--- src/rtl/kdp_pkg.sv ---
// Package with the shared types and constants of the key debounce and pin timer table.
package kdp_pkg;

  localparam int ENTRIES    = 16;
  localparam int AW         = $clog2(ENTRIES);
  localparam int PW         = $clog2(ENTRIES + 1);
  localparam int RESULT_CAP = 16;
  localparam int CW         = $clog2(RESULT_CAP + 1);

  localparam logic [2:0] CMD_EDGE   = 3'd0;
  localparam logic [2:0] CMD_PTICK  = 3'd1;
  localparam logic [2:0] CMD_TSTART = 3'd2;
  localparam logic [2:0] CMD_TCLEAR = 3'd3;
  localparam logic [2:0] CMD_TTICK  = 3'd4;

  localparam logic [3:0] PC_DOWN  = 4'd0;
  localparam logic [3:0] PC_UP    = 4'd1;
  localparam logic [3:0] PC_QUICK = 4'd2;
  localparam logic [3:0] PC_LONG  = 4'd3;

  localparam logic [2:0] REG_DEBOUNCE = 3'd0;
  localparam logic [2:0] REG_QUICK    = 3'd1;
  localparam logic [2:0] REG_LONG     = 3'd2;
  localparam logic [2:0] REG_REPEAT   = 3'd3;
  localparam logic [2:0] REG_OTIMER   = 3'd4;

  typedef struct packed {
    logic [7:0]  pin;
    logic [3:0]  code;
    logic [15:0] rem;
  } entry_t;

  typedef struct packed {
    logic       push;
    logic       flush;
    logic       kind;
    logic [7:0] pin;
    logic [3:0] code;
  } ob_req_t;

  typedef struct packed {
    logic push_ok;
    logic flush_ok;
  } ob_rsp_t;

  typedef enum logic [3:0] {
    S_IDLE, S_RD, S_EX, S_FIN, S_JRD, S_JEX, S_TRIMP, S_TRIMT, S_DONE
  } state_e;

endpackage

--- src/rtl/key_debounce_press_timer_table_core.sv ---
// Top level: command sequencer that scans the shared press and timer table.
// Each request reads and then examines each table entry that it scans, then finishes; each up
// release adds a scan of the press region, and each region trim pulls back one slot at a time.
// A result waits one place back until the next is found or the request ends; a full output stalls.
// Reset clears the busy bits and region bounds at once; no clearing pass is needed.
module key_debounce_press_timer_table_core (
  input  logic        clk_i,
  input  logic        rst_ni,
  input  logic        s_axis_tvalid,
  output logic        s_axis_tready,
  input  logic [15:0] s_axis_tdata,  // pin_number[7:0], code[11:8], zero[15:12]
  input  logic [2:0]  s_axis_tuser,  // command[2:0]
  output logic        m_axis_tvalid,
  input  logic        m_axis_tready,
  output logic [15:0] m_axis_tdata,  // out_pin[7:0], out_code[11:8], zero[15:12]
  output logic        m_axis_tuser,  // kind[0]
  output logic        m_axis_tlast,
  input  logic        cfg_we_i,
  input  logic [2:0]  cfg_idx_i,
  input  logic [15:0] cfg_data_i
);

  localparam logic [kdp_pkg::PW-1:0] NENT = kdp_pkg::PW'(kdp_pkg::ENTRIES);

  kdp_pkg::state_e state_q, state_d, ret_q, ret_d;
  logic [2:0]              cmd_q, cmd_d;
  logic [7:0]              pin_q, pin_d, ipin_q, ipin_d;
  logic [3:0]              code_q, code_d;
  logic [kdp_pkg::PW-1:0]  idx_q, idx_d, j_q, j_d, ptop_q, ptop_d, tbot_q, tbot_d;
  logic                    fnd_q, fnd_d;
  logic [kdp_pkg::AW-1:0]  fidx_q, fidx_d;
  logic [kdp_pkg::CW-1:0]  cnt_q, cnt_d;
  logic [kdp_pkg::ENTRIES-1:0] busy_q;
  logic [15:0] dbt_q, qt_q, lt_q, rt_q, ot_q, cfg_v;

  logic                    we;
  logic [kdp_pkg::AW-1:0]  waddr, raddr;
  kdp_pkg::entry_t         wdata, rd;
  kdp_pkg::ob_req_t        ob_req;
  kdp_pkg::ob_rsp_t        ob_rsp;

  logic        em_v, em_kind, eff, stall, rbusy, is_timer;
  logic [7:0]  em_pin;
  logic [3:0]  em_code, st;
  logic [15:0] dec;
  logic [kdp_pkg::PW-1:0] idx_n, j_n, pm1;

  kdp_table u_table (
    .clk_i   (clk_i),
    .we_i    (we),
    .waddr_i (waddr),
    .wdata_i (wdata),
    .raddr_i (raddr),
    .rdata_o (rd)
  );

  kdp_outbuf u_outbuf (
    .clk_i         (clk_i),
    .rst_ni        (rst_ni),
    .req_i         (ob_req),
    .rsp_o         (ob_rsp),
    .m_axis_tvalid (m_axis_tvalid),
    .m_axis_tready (m_axis_tready),
    .m_axis_tdata  (m_axis_tdata),
    .m_axis_tuser  (m_axis_tuser),
    .m_axis_tlast  (m_axis_tlast)
  );

  assign cfg_v = (cfg_data_i == 16'd0) ? 16'd1 : cfg_data_i;

  always_ff @(posedge clk_i or negedge rst_ni) begin
    if (!rst_ni) begin
      dbt_q <= 16'd20;
      qt_q  <= 16'd30;
      lt_q  <= 16'd100;
      rt_q  <= 16'd20;
      ot_q  <= 16'd100;
    end else if (cfg_we_i) begin
      case (cfg_idx_i)
        kdp_pkg::REG_DEBOUNCE: dbt_q <= cfg_v;
        kdp_pkg::REG_QUICK:    qt_q  <= cfg_v;
        kdp_pkg::REG_LONG:     lt_q  <= cfg_v;
        kdp_pkg::REG_REPEAT:   rt_q  <= cfg_v;
        kdp_pkg::REG_OTIMER:   ot_q  <= cfg_v;
        default: ;
      endcase
    end
  end

  always_ff @(posedge clk_i or negedge rst_ni) begin
    if (!rst_ni) begin
      state_q <= kdp_pkg::S_IDLE;
      ret_q   <= kdp_pkg::S_RD;
      cmd_q   <= kdp_pkg::CMD_EDGE;
      idx_q   <= '0;
      j_q     <= '0;
      ptop_q  <= '0;
      tbot_q  <= NENT;
      fnd_q   <= 1'b0;
      fidx_q  <= '0;
      cnt_q   <= '0;
      busy_q  <= '0;
    end else begin
      state_q <= state_d;
      ret_q   <= ret_d;
      cmd_q   <= cmd_d;
      idx_q   <= idx_d;
      j_q     <= j_d;
      ptop_q  <= ptop_d;
      tbot_q  <= tbot_d;
      fnd_q   <= fnd_d;
      fidx_q  <= fidx_d;
      cnt_q   <= cnt_d;
      if (we) begin
        busy_q[waddr] <= (wdata.rem != 16'd0);
      end
    end
  end

  always_ff @(posedge clk_i) begin
    pin_q  <= pin_d;
    code_q <= code_d;
    ipin_q <= ipin_d;
  end

  assign raddr = (state_q == kdp_pkg::S_JRD || state_q == kdp_pkg::S_JEX) ?
                 j_q[kdp_pkg::AW-1:0] : idx_q[kdp_pkg::AW-1:0];
  assign rbusy = (rd.rem != 16'd0);
  assign dec   = rd.rem - 16'd1;
  assign idx_n = idx_q + kdp_pkg::PW'(1);
  assign j_n   = j_q + kdp_pkg::PW'(1);
  assign pm1   = ptop_q - kdp_pkg::PW'(1);
  assign is_timer = (cmd_q == kdp_pkg::CMD_TSTART) || (cmd_q == kdp_pkg::CMD_TCLEAR) ||
                    (cmd_q == kdp_pkg::CMD_TTICK);
  assign st = (code_q == 4'd0) ? kdp_pkg::PC_DOWN : kdp_pkg::PC_UP;

  always_comb begin
    em_v    = 1'b0;
    em_kind = 1'b0;
    em_pin  = rd.pin;
    em_code = rd.code;
    case (state_q)
      kdp_pkg::S_EX: begin
        if (cmd_q == kdp_pkg::CMD_TTICK) begin
          em_v    = rbusy && (dec == 16'd0);
          em_kind = 1'b1;
        end else if (cmd_q == kdp_pkg::CMD_PTICK) begin
          em_v = rbusy && (dec == 16'd0) && (rd.code != kdp_pkg::PC_UP) &&
                 (rd.code != kdp_pkg::PC_QUICK);
          em_code = (rd.code == kdp_pkg::PC_DOWN) ? kdp_pkg::PC_DOWN : kdp_pkg::PC_LONG;
        end
      end
      kdp_pkg::S_JRD: begin
        em_v    = (j_q >= ptop_q);
        em_pin  = ipin_q;
        em_code = kdp_pkg::PC_UP;
      end
      kdp_pkg::S_JEX: begin
        em_v = (j_q != idx_q) && rbusy && (rd.pin == ipin_q);
      end
      default: ;
    endcase
  end

  assign eff   = em_v && (cnt_q < kdp_pkg::CW'(kdp_pkg::RESULT_CAP));
  assign stall = eff && !ob_rsp.push_ok;

  always_comb begin
    state_d = state_q;
    ret_d   = ret_q;
    cmd_d   = cmd_q;
    pin_d   = pin_q;
    code_d  = code_q;
    ipin_d  = ipin_q;
    idx_d   = idx_q;
    j_d     = j_q;
    ptop_d  = ptop_q;
    tbot_d  = tbot_q;
    fnd_d   = fnd_q;
    fidx_d  = fidx_q;
    cnt_d   = (eff && ob_rsp.push_ok) ? cnt_q + kdp_pkg::CW'(1) : cnt_q;
    we      = 1'b0;
    waddr   = idx_q[kdp_pkg::AW-1:0];
    wdata   = '0;
    ob_req        = '0;
    ob_req.push   = eff;
    ob_req.kind   = em_kind;
    ob_req.pin    = em_pin;
    ob_req.code   = em_code;
    s_axis_tready = (state_q == kdp_pkg::S_IDLE);

    case (state_q)
      kdp_pkg::S_IDLE: begin
        if (s_axis_tvalid) begin
          cmd_d  = s_axis_tuser;
          pin_d  = s_axis_tdata[7:0];
          code_d = s_axis_tdata[11:8];
          fnd_d  = 1'b0;
          cnt_d  = '0;
          if (s_axis_tuser == kdp_pkg::CMD_TSTART || s_axis_tuser == kdp_pkg::CMD_TCLEAR ||
              s_axis_tuser == kdp_pkg::CMD_TTICK) begin
            idx_d   = tbot_q;
            state_d = kdp_pkg::S_RD;
          end else if (s_axis_tuser == kdp_pkg::CMD_EDGE ||
                       s_axis_tuser == kdp_pkg::CMD_PTICK) begin
            idx_d   = '0;
            state_d = kdp_pkg::S_RD;
          end else begin
            state_d = kdp_pkg::S_DONE;
          end
        end
      end
      kdp_pkg::S_RD: begin
        if ((is_timer && idx_q >= NENT) || (!is_timer && idx_q >= ptop_q)) begin
          if (cmd_q == kdp_pkg::CMD_EDGE || cmd_q == kdp_pkg::CMD_TSTART) begin
            state_d = kdp_pkg::S_FIN;
          end else begin
            state_d = kdp_pkg::S_DONE;
          end
        end else begin
          state_d = kdp_pkg::S_EX;
        end
      end
      kdp_pkg::S_EX: begin
        case (cmd_q)
          kdp_pkg::CMD_EDGE, kdp_pkg::CMD_TSTART: begin
            if (rbusy && rd.pin == pin_q &&
                (cmd_q == kdp_pkg::CMD_TSTART ||
                 rd.code == kdp_pkg::PC_DOWN || rd.code == kdp_pkg::PC_UP)) begin
              we      = 1'b1;
              wdata   = '{pin: rd.pin, code: rd.code,
                          rem: (cmd_q == kdp_pkg::CMD_EDGE) ? dbt_q : ot_q};
              state_d = kdp_pkg::S_DONE;
            end else begin
              if (!rbusy && !fnd_q) begin
                fnd_d  = 1'b1;
                fidx_d = idx_q[kdp_pkg::AW-1:0];
              end
              idx_d   = idx_n;
              state_d = kdp_pkg::S_RD;
            end
          end
          kdp_pkg::CMD_TCLEAR, kdp_pkg::CMD_TTICK: begin
            if (!stall) begin
              idx_d   = idx_n;
              state_d = kdp_pkg::S_RD;
              if (rbusy && ((cmd_q == kdp_pkg::CMD_TCLEAR && rd.pin == pin_q) ||
                            (cmd_q == kdp_pkg::CMD_TTICK && dec == 16'd0))) begin
                we = 1'b1;
                if (idx_q == tbot_q) begin
                  ret_d   = kdp_pkg::S_RD;
                  state_d = kdp_pkg::S_TRIMT;
                end
              end else if (rbusy && cmd_q == kdp_pkg::CMD_TTICK) begin
                we    = 1'b1;
                wdata = '{pin: rd.pin, code: rd.code, rem: dec};
              end
            end
          end
          default: begin
            if (!rbusy) begin
              idx_d   = idx_n;
              state_d = kdp_pkg::S_RD;
            end else if (dec != 16'd0) begin
              we      = 1'b1;
              wdata   = '{pin: rd.pin, code: rd.code, rem: dec};
              idx_d   = idx_n;
              state_d = kdp_pkg::S_RD;
            end else if (!stall) begin
              we      = 1'b1;
              idx_d   = idx_n;
              state_d = kdp_pkg::S_RD;
              case (rd.code)
                kdp_pkg::PC_UP: begin
                  wdata   = '{pin: rd.pin, code: rd.code, rem: 16'd0};
                  ipin_d  = rd.pin;
                  j_d     = '0;
                  idx_d   = idx_q;
                  state_d = kdp_pkg::S_JRD;
                end
                kdp_pkg::PC_DOWN:  wdata = '{pin: rd.pin, code: kdp_pkg::PC_QUICK, rem: qt_q};
                kdp_pkg::PC_QUICK: wdata = '{pin: rd.pin, code: kdp_pkg::PC_LONG, rem: lt_q};
                default:           wdata = '{pin: rd.pin, code: rd.code, rem: rt_q};
              endcase
            end
          end
        endcase
      end
      kdp_pkg::S_JRD: begin
        if (j_q >= ptop_q) begin
          if (!stall) begin
            we      = 1'b1;
            idx_d   = idx_n;
            state_d = kdp_pkg::S_RD;
            if (idx_n == ptop_q) begin
              ret_d   = kdp_pkg::S_RD;
              state_d = kdp_pkg::S_TRIMP;
            end
          end
        end else begin
          state_d = kdp_pkg::S_JEX;
        end
      end
      kdp_pkg::S_JEX: begin
        waddr = j_q[kdp_pkg::AW-1:0];
        if (!stall) begin
          j_d     = j_n;
          state_d = kdp_pkg::S_JRD;
          if (em_v) begin
            we = 1'b1;
            if (j_n == ptop_q) begin
              ret_d   = kdp_pkg::S_JRD;
              state_d = kdp_pkg::S_TRIMP;
            end
          end
        end
      end
      kdp_pkg::S_FIN: begin
        state_d = kdp_pkg::S_DONE;
        wdata   = '{pin: pin_q,
                    code: (cmd_q == kdp_pkg::CMD_EDGE) ? st : code_q,
                    rem: (cmd_q == kdp_pkg::CMD_EDGE) ? dbt_q : ot_q};
        if (fnd_q) begin
          we    = 1'b1;
          waddr = fidx_q;
        end else if (ptop_q < tbot_q) begin
          we = 1'b1;
          if (cmd_q == kdp_pkg::CMD_EDGE) begin
            waddr  = ptop_q[kdp_pkg::AW-1:0];
            ptop_d = ptop_q + kdp_pkg::PW'(1);
          end else begin
            tbot_d = tbot_q - kdp_pkg::PW'(1);
            waddr  = tbot_d[kdp_pkg::AW-1:0];
          end
        end
      end
      kdp_pkg::S_TRIMP: begin
        if (ptop_q != '0 && !busy_q[pm1[kdp_pkg::AW-1:0]]) begin
          ptop_d = pm1;
        end else begin
          state_d = ret_q;
        end
      end
      kdp_pkg::S_TRIMT: begin
        if (tbot_q != NENT && !busy_q[tbot_q[kdp_pkg::AW-1:0]]) begin
          tbot_d = tbot_q + kdp_pkg::PW'(1);
        end else begin
          state_d = ret_q;
        end
      end
      kdp_pkg::S_DONE: begin
        ob_req.flush = 1'b1;
        if (ob_rsp.flush_ok) begin
          state_d = kdp_pkg::S_IDLE;
        end
      end
      default: state_d = kdp_pkg::S_IDLE;
    endcase
  end

endmodule

--- src/rtl/kdp_table.sv ---
// Entry table memory with one write port and a registered read port.
module kdp_table (
  input  logic                    clk_i,
  input  logic                    we_i,
  input  logic [kdp_pkg::AW-1:0]  waddr_i,
  input  kdp_pkg::entry_t         wdata_i,
  input  logic [kdp_pkg::AW-1:0]  raddr_i,
  output kdp_pkg::entry_t         rdata_o
);

  kdp_pkg::entry_t mem_q [kdp_pkg::ENTRIES];

  always_ff @(posedge clk_i) begin
    if (we_i) begin
      mem_q[waddr_i] <= wdata_i;
    end
    rdata_o <= mem_q[raddr_i];
  end

endmodule

--- src/rtl/kdp_outbuf.sv ---
// Result buffer that holds one result back so the final one can be marked last.
module kdp_outbuf (
  input  logic              clk_i,
  input  logic              rst_ni,
  input  kdp_pkg::ob_req_t  req_i,
  output kdp_pkg::ob_rsp_t  rsp_o,
  output logic              m_axis_tvalid,
  input  logic              m_axis_tready,
  output logic [15:0]       m_axis_tdata,  // out_pin[7:0], out_code[11:8], zero[15:12]
  output logic              m_axis_tuser,  // kind[0]
  output logic              m_axis_tlast
);

  logic       pend_v_q;
  logic       pend_kind_q;
  logic [7:0] pend_pin_q;
  logic [3:0] pend_code_q;
  logic       out_v_q;
  logic       out_kind_q;
  logic [7:0] out_pin_q;
  logic [3:0] out_code_q;
  logic       out_last_q;
  logic       out_free;
  logic       do_push;
  logic       do_flush;
  logic       move;

  assign out_free = !out_v_q || m_axis_tready;
  assign rsp_o.push_ok = !pend_v_q || out_free;
  assign rsp_o.flush_ok = !pend_v_q || out_free;
  assign do_push = req_i.push && rsp_o.push_ok;
  assign do_flush = req_i.flush && pend_v_q && out_free;
  assign move = (do_push && pend_v_q) || do_flush;

  always_ff @(posedge clk_i or negedge rst_ni) begin
    if (!rst_ni) begin
      pend_v_q <= 1'b0;
      out_v_q  <= 1'b0;
    end else begin
      if (do_push) begin
        pend_v_q <= 1'b1;
      end else if (do_flush) begin
        pend_v_q <= 1'b0;
      end
      if (move) begin
        out_v_q <= 1'b1;
      end else if (m_axis_tready) begin
        out_v_q <= 1'b0;
      end
    end
  end

  always_ff @(posedge clk_i) begin
    if (move) begin
      out_kind_q <= pend_kind_q;
      out_pin_q  <= pend_pin_q;
      out_code_q <= pend_code_q;
      out_last_q <= do_flush;
    end
    if (do_push) begin
      pend_kind_q <= req_i.kind;
      pend_pin_q  <= req_i.pin;
      pend_code_q <= req_i.code;
    end
  end

  assign m_axis_tvalid = out_v_q;
  assign m_axis_tdata  = {4'd0, out_code_q, out_pin_q};
  assign m_axis_tuser  = out_kind_q;
  assign m_axis_tlast  = out_last_q;

endmodule
--- config.mk ---
export PLATFORM = sky130hd
export DESIGN_NAME = key_debounce_press_timer_table_core
export DESIGN_NICKNAME = d
export VERILOG_FILES = /design/src/rtl/kdp_pkg.sv /design/src/rtl/key_debounce_press_timer_table_core.sv /design/src/rtl/kdp_table.sv /design/src/rtl/kdp_outbuf.sv
export SDC_FILE = /design/constraint.sdc
export NUM_CORES = 1
export LEC_CHECK = 0
export BUFFER_PORTS_ARGS = -buffer_cell sky130_fd_sc_hd__buf_2
export CORE_ASPECT_RATIO = 0.7
export CORE_MARGIN = 2
export CORE_UTILIZATION = 50
export CTS_BUF_LIST = sky130_fd_sc_hd__clkbuf_16
export CTS_CLUSTER_SIZE = 10
export DETAILED_ROUTE_END_ITERATION = 6
export PLACE_DENSITY = 0.65
export SLEW_MARGIN = 20
export SYNTH_ARGS = -nofsm -noshare
export SYNTH_HDL_FRONTEND = slang
export SYNTH_SLANG_ARGS = --single-unit
--- constraint.sdc ---
create_clock -name clk_i -period 13.05 [get_ports clk_i]
set_input_delay 3.915 -clock clk_i [delete_from_list [all_inputs] [get_ports clk_i]]
set_output_delay 3.915 -clock clk_i [all_outputs]
set_load 0.005 [all_outputs]
==> impl_metrics.py <==
metrics = {
    "global_routing": {
        "grt.total_usage": 0.239,
        "antenna_found_initial": 0,
        "grt_pass1_vias": 16900,
        "grt_pass1_wl_mm": 106,
        "grt_max_degree": 80,
        "grt-ovfl-total": 0,
    },
    "pwr": {
        "ir_drop_v": 0.000164,
        "p_switching_uw": 1980,
        "power_density_nw_per_um2": 194,
        "p_leak_uw": 0.0114,
        "p_sw_frac": 0.316,
        "internal_power_uw": 4280,
        "p_clk_frac": 0.306,
        "seqPwrFrac": 0.443,
        "combPwrFrac": 0.251,
    },
    "critical_path": {
        "critPathSlowestCell": "a2111oi_1",
        "max_stage_delay_ns": 0.61,
        "worst-path-buf-inv": 1,
        "path_max_fanout": 17,
        "crit_top_cell": "nor2_1",
        "worst_ep_arrival_time_ns": 6.85,
        "cpLargestDelayFamily": "simple AND/OR/NAND/NOR gates",
        "cp-start-kind": "primary input",
        "crit_chain": "buf_2, nand3b_1, or2_2, nor2_1, nor2_1, a41oi_1, o22ai_2, a2111oi_1, nand2_2, mux2_1",
        "crit_path_end_kind": "register",
        "required_ns": 13.54,
        "critical_path_class": "primary input to register",
    },
    "clock_tree": {
        "cts_sinks": 660,
        "clock_latency_ns": 0.62,
        "cts_resized": 0,
        "clockBufferDepth": 3,
        "clk_pin_slew_ns": 0.06,
        "cts_root_buffer": "clkbuf_16",
        "cts_tree": "yes",
        "cts_buffers": 76,
        "cts_setup_buffers": 0,
        "holdBufCountCts": 0,
        "htreeDepth": 3,
    },
    "placed_design": {
        "place_area_um2": 30000,
        "placed_cells": 2605,
        "hpwl_mm": 41.1,
        "dp_slack_ns": 5.99,
        "place_congestion": 0.925,
        "numPortBuffers": 54,
    },
    "routing": {
        "wl_per_cell_um": 25.5,
        "totalWireLength_mm": 69.7,
        "drcViolationCount": 0,
        "drtAntennaViolNets": 0,
        "drt-pass1-iter-count": 6,
        "drt-initial-drc-count": 1840,
        "via_per_inst": 6.23,
        "vias": 17100,
    },
    "timing": {
        "fmax_mhz": 157,
        "slew_headroom": 0.342,
        "rsz0062_at_grt": "false",
        "finalHoldViolations": 0,
        "setup_tns_ns": 0,
        "finClkSkew_ns": 0.0405,
        "setup_viol": 0,
        "period_needed_ns": 6.36,
        "tightestPinTransition_ns": 0.983,
        "fin_crit_sh": 0.488,
        "final_max_slew_viol_count": 0,
        "setup_slack_ns": 6.69,
    },
    "cells_and_area": {
        "antenna_cells": 0,
        "final_cells": 2739,
        "synthToLayoutAreaGrowth_pct": 12.7,
        "design_area_um2": 32300,
        "nets": 2005,
        "drive_gt1_frac": 0.241,
    },
    "yosys": {
        "synth_cell_type_count": 82,
        "syn_inst": 1863,
        "netlist_area_um2": 28700,
        "synth_edf_count": 495,
        "synth_ff_type": "edfxtp_1",
        "post_synth.cell_area_avg_um2": 15.4,
        "synthArstFlopShare": 0.208,
        "ys_ff_latch": 660,
        "yosysSeqAreaShare": 0.659,
        "ys_warn_count": 0,
    },
    "run": {
        "cap_violations": 0,
    },
    "floorplanning": {
        "row_count": 73,
        "die_w_um": 290,
        "start_util": 0.505,
        "die_h_um": 204,
        "core_um2": 56700,
        "dieArea_um2": 59300,
        "io_pins": 63,
    },
    "min_path": {
        "hold_path_class": "register to register",
    },
    "status": {
        "run_status": "finished clean",
    },
}
cell usage in the layout, fill, tap and decap left out, types with 11 or more instances in the layout:
cell type  netlist  layout
a211oi_1        38      38
a21oi_1         46      44
a22o_1          11      11
a22oi_1         14      14
a31oi_1         37      36
and2_1          30      30
buf_2           18      53
buf_4            5      45
clkbuf_16        0      79
dfrtp_1        121     121
dfstp_2         16      16
dfxtp_1         28      28
edfxtp_1       495     495
ha_1            27      27
inv_1           33      80
mux2_2          94      94
mux2i_1         24      22
mux4_2         121     121
nand2_1        158     158
nand2b_1        13      13
nand3_1         27      27
nand4_1         11      11
nor2_1          55      55
nor2b_1         12      12
nor3_1          38      23
nor3_2           1      16
nor4_1          23      18
o21ai_0         51      51
xnor2_1         44      44
xor2_1          25      25
cell type report:
type | count | area [µm²]
Timing Repair Buffer | 100 | 622
Multi-Input combinational cell | 1064 | 9480
Clock buffer | 79 | 1980
Tap cell | 750 | 938
Inverter | 33 | 124
Fill cell | 4379 | 24400
Sequential cell | 660 | 18900
Clock inverter | 53 | 280
flip-flops by register name, summed over array words and instances, names as in the netlist, 8 cells and up:
register             flops
u_table.rdata_o         28
busy_q                  16
ipin_q                   8
u_outbuf.out_pin_q       8
ot_q                    16
u_outbuf.pend_pin_q      8
u_table.mem_q          448
rt_q                    16
dbt_q                   16
lt_q                    16
pin_q                    8
qt_q                    16
worst register-to-register path, cell delays in order, from the launching register on:
cell      delay, ns
dfrtp_1        0.82
nor2b_1        0.21
buf_4          0.19
and2_1         0.49
nor2_1         0.14
a21oi_4        0.13
buf_4          0.55
buf_4          0.84
buf_4          0.76
mux4_2         0.63
and2_1         0.17
a211oi_1       0.26
a31oi_1        0.10
power groups by stage:
| stage | registers [µW] | clock network, µW | logic [µW] |
|---|---|---|---|
| finish | 2770 | 1920 | 1570 |
| global route | 2790 | 2040 | 1710 |
| CTS | 2760 | 1950 | 1550 |
| detailed placement | 2800 | 0 | 1540 |
| global placement | 2790 | 0 | 1510 |
| floorplan | 2670 | 0 | 1200 |
synthesized netlist by cell type, types with 5 or more instances:
| master | n | share of area |
|---|---|---|
| a211oi_1 | 38 | 0.010 |
| o31ai_1 | 5 | 0.0013 |
| nand2_1 | 158 | 0.021 |
| nor2b_1 | 12 | 0.0026 |
| or2_2 | 6 | 0.0013 |
| nand4_1 | 11 | 0.0024 |
| dfxtp_1 | 28 | 0.020 |
| a222oi_1 | 5 | 0.0017 |
| nor2_1 | 55 | 0.0072 |
| o22ai_1 | 18 | 0.0039 |
| and2_1 | 30 | 0.0065 |
| dfrtp_1 | 121 | 0.11 |
| buf_1 | 6 | 0.00079 |
| xor2_1 | 25 | 0.0076 |
| buf_4 | 5 | 0.0013 |
| nand2b_1 | 13 | 0.0028 |
| nor4_1 | 23 | 0.0050 |
| or4_1 | 8 | 0.0021 |
| nor4b_1 | 5 | 0.0015 |
| mux4_2 | 121 | 0.095 |
| a21oi_1 | 46 | 0.0080 |
| a31oi_1 | 37 | 0.0081 |
| o211ai_1 | 10 | 0.0026 |
| a22oi_1 | 14 | 0.0037 |
| nor3b_1 | 10 | 0.0026 |
| inv_1 | 33 | 0.0043 |
| xnor2_1 | 44 | 0.013 |
| edfxtp_1 | 495 | 0.52 |
| mux2_2 | 94 | 0.037 |
| or3_1 | 5 | 0.0011 |
| mux2_1 | 5 | 0.0020 |
| mux2i_1 | 24 | 0.0084 |
| nor3_1 | 38 | 0.0066 |
| o21ai_0 | 51 | 0.0089 |
| clkbuf_1 | 78 | 0.010 |
| ha_1 | 27 | 0.012 |
| a21o_1 | 8 | 0.0021 |
| a22o_1 | 11 | 0.0034 |
| o31a_1 | 7 | 0.0021 |
| buf_2 | 18 | 0.0031 |
| dfstp_2 | 16 | 0.015 |
| nand3_1 | 27 | 0.0047 |
stage by stage:
step                 util  total power, µW  hold WS [ns]
finish              0.569             6250         0.416
global route        0.569             6540         0.429
CTS                 0.568             6260         0.417
detailed placement  0.528             4340         0.405
global placement    0.528             4300         0.402
floorplan               -             3860         0.400
path summary, 6_finish.rpt:
check / from / endpoint / slack (ns) / cells after the start
max: m_axis_tready / busy_q[1]$_DFFE_PN0P_ / 6.69 / 10
min: u_outbuf.pend_pin_q[5]$_DFFE_PP_ / u_outbuf.out_pin_q[5]$_DFFE_PP_ / 0.42 / 0
max reg2reg: state_q[2]$_DFFE_PN0P_ / u_table.rdata_o[13]$_DFF_P_ / 7.59 / 12
min reg2reg: u_outbuf.pend_pin_q[5]$_DFFE_PP_ / u_outbuf.out_pin_q[5]$_DFFE_PP_ / 0.42 / 0
max in group asynchronous: rst_ni / ot_q[7]$_DFFE_PN0P_ / 8.35 / 2
min in group asynchronous: rst_ni / ptop_q[1]$_DFFE_PN0P_ / 3.27 / 1
cell families after synthesis:
| group | after synthesis | synth area share |
|---|---|---|
| AOI/OAI and AO/OA | 288 | 0.0678 |
| xor gates and xnor gates | 69 | 0.0211 |
| adders and majority gates | 27 | 0.0118 |
| buffers and inverters | 142 | 0.0206 |
| DFF | 660 | 0.659 |
| muxes | 244 | 0.142 |
| other | 1 | 0.000131 |
| and+or+nand+nor | 432 | 0.0778 |
layer usage:
layer / wire length [µm] / GRT usage
met3: 6020 / 0.0540
met2: 31200 / 0.361
met1: 31500 / 0.356
met4: 1020 / 0.0525
met5: 0 / 0
Power figures use the tool's default switching activity.
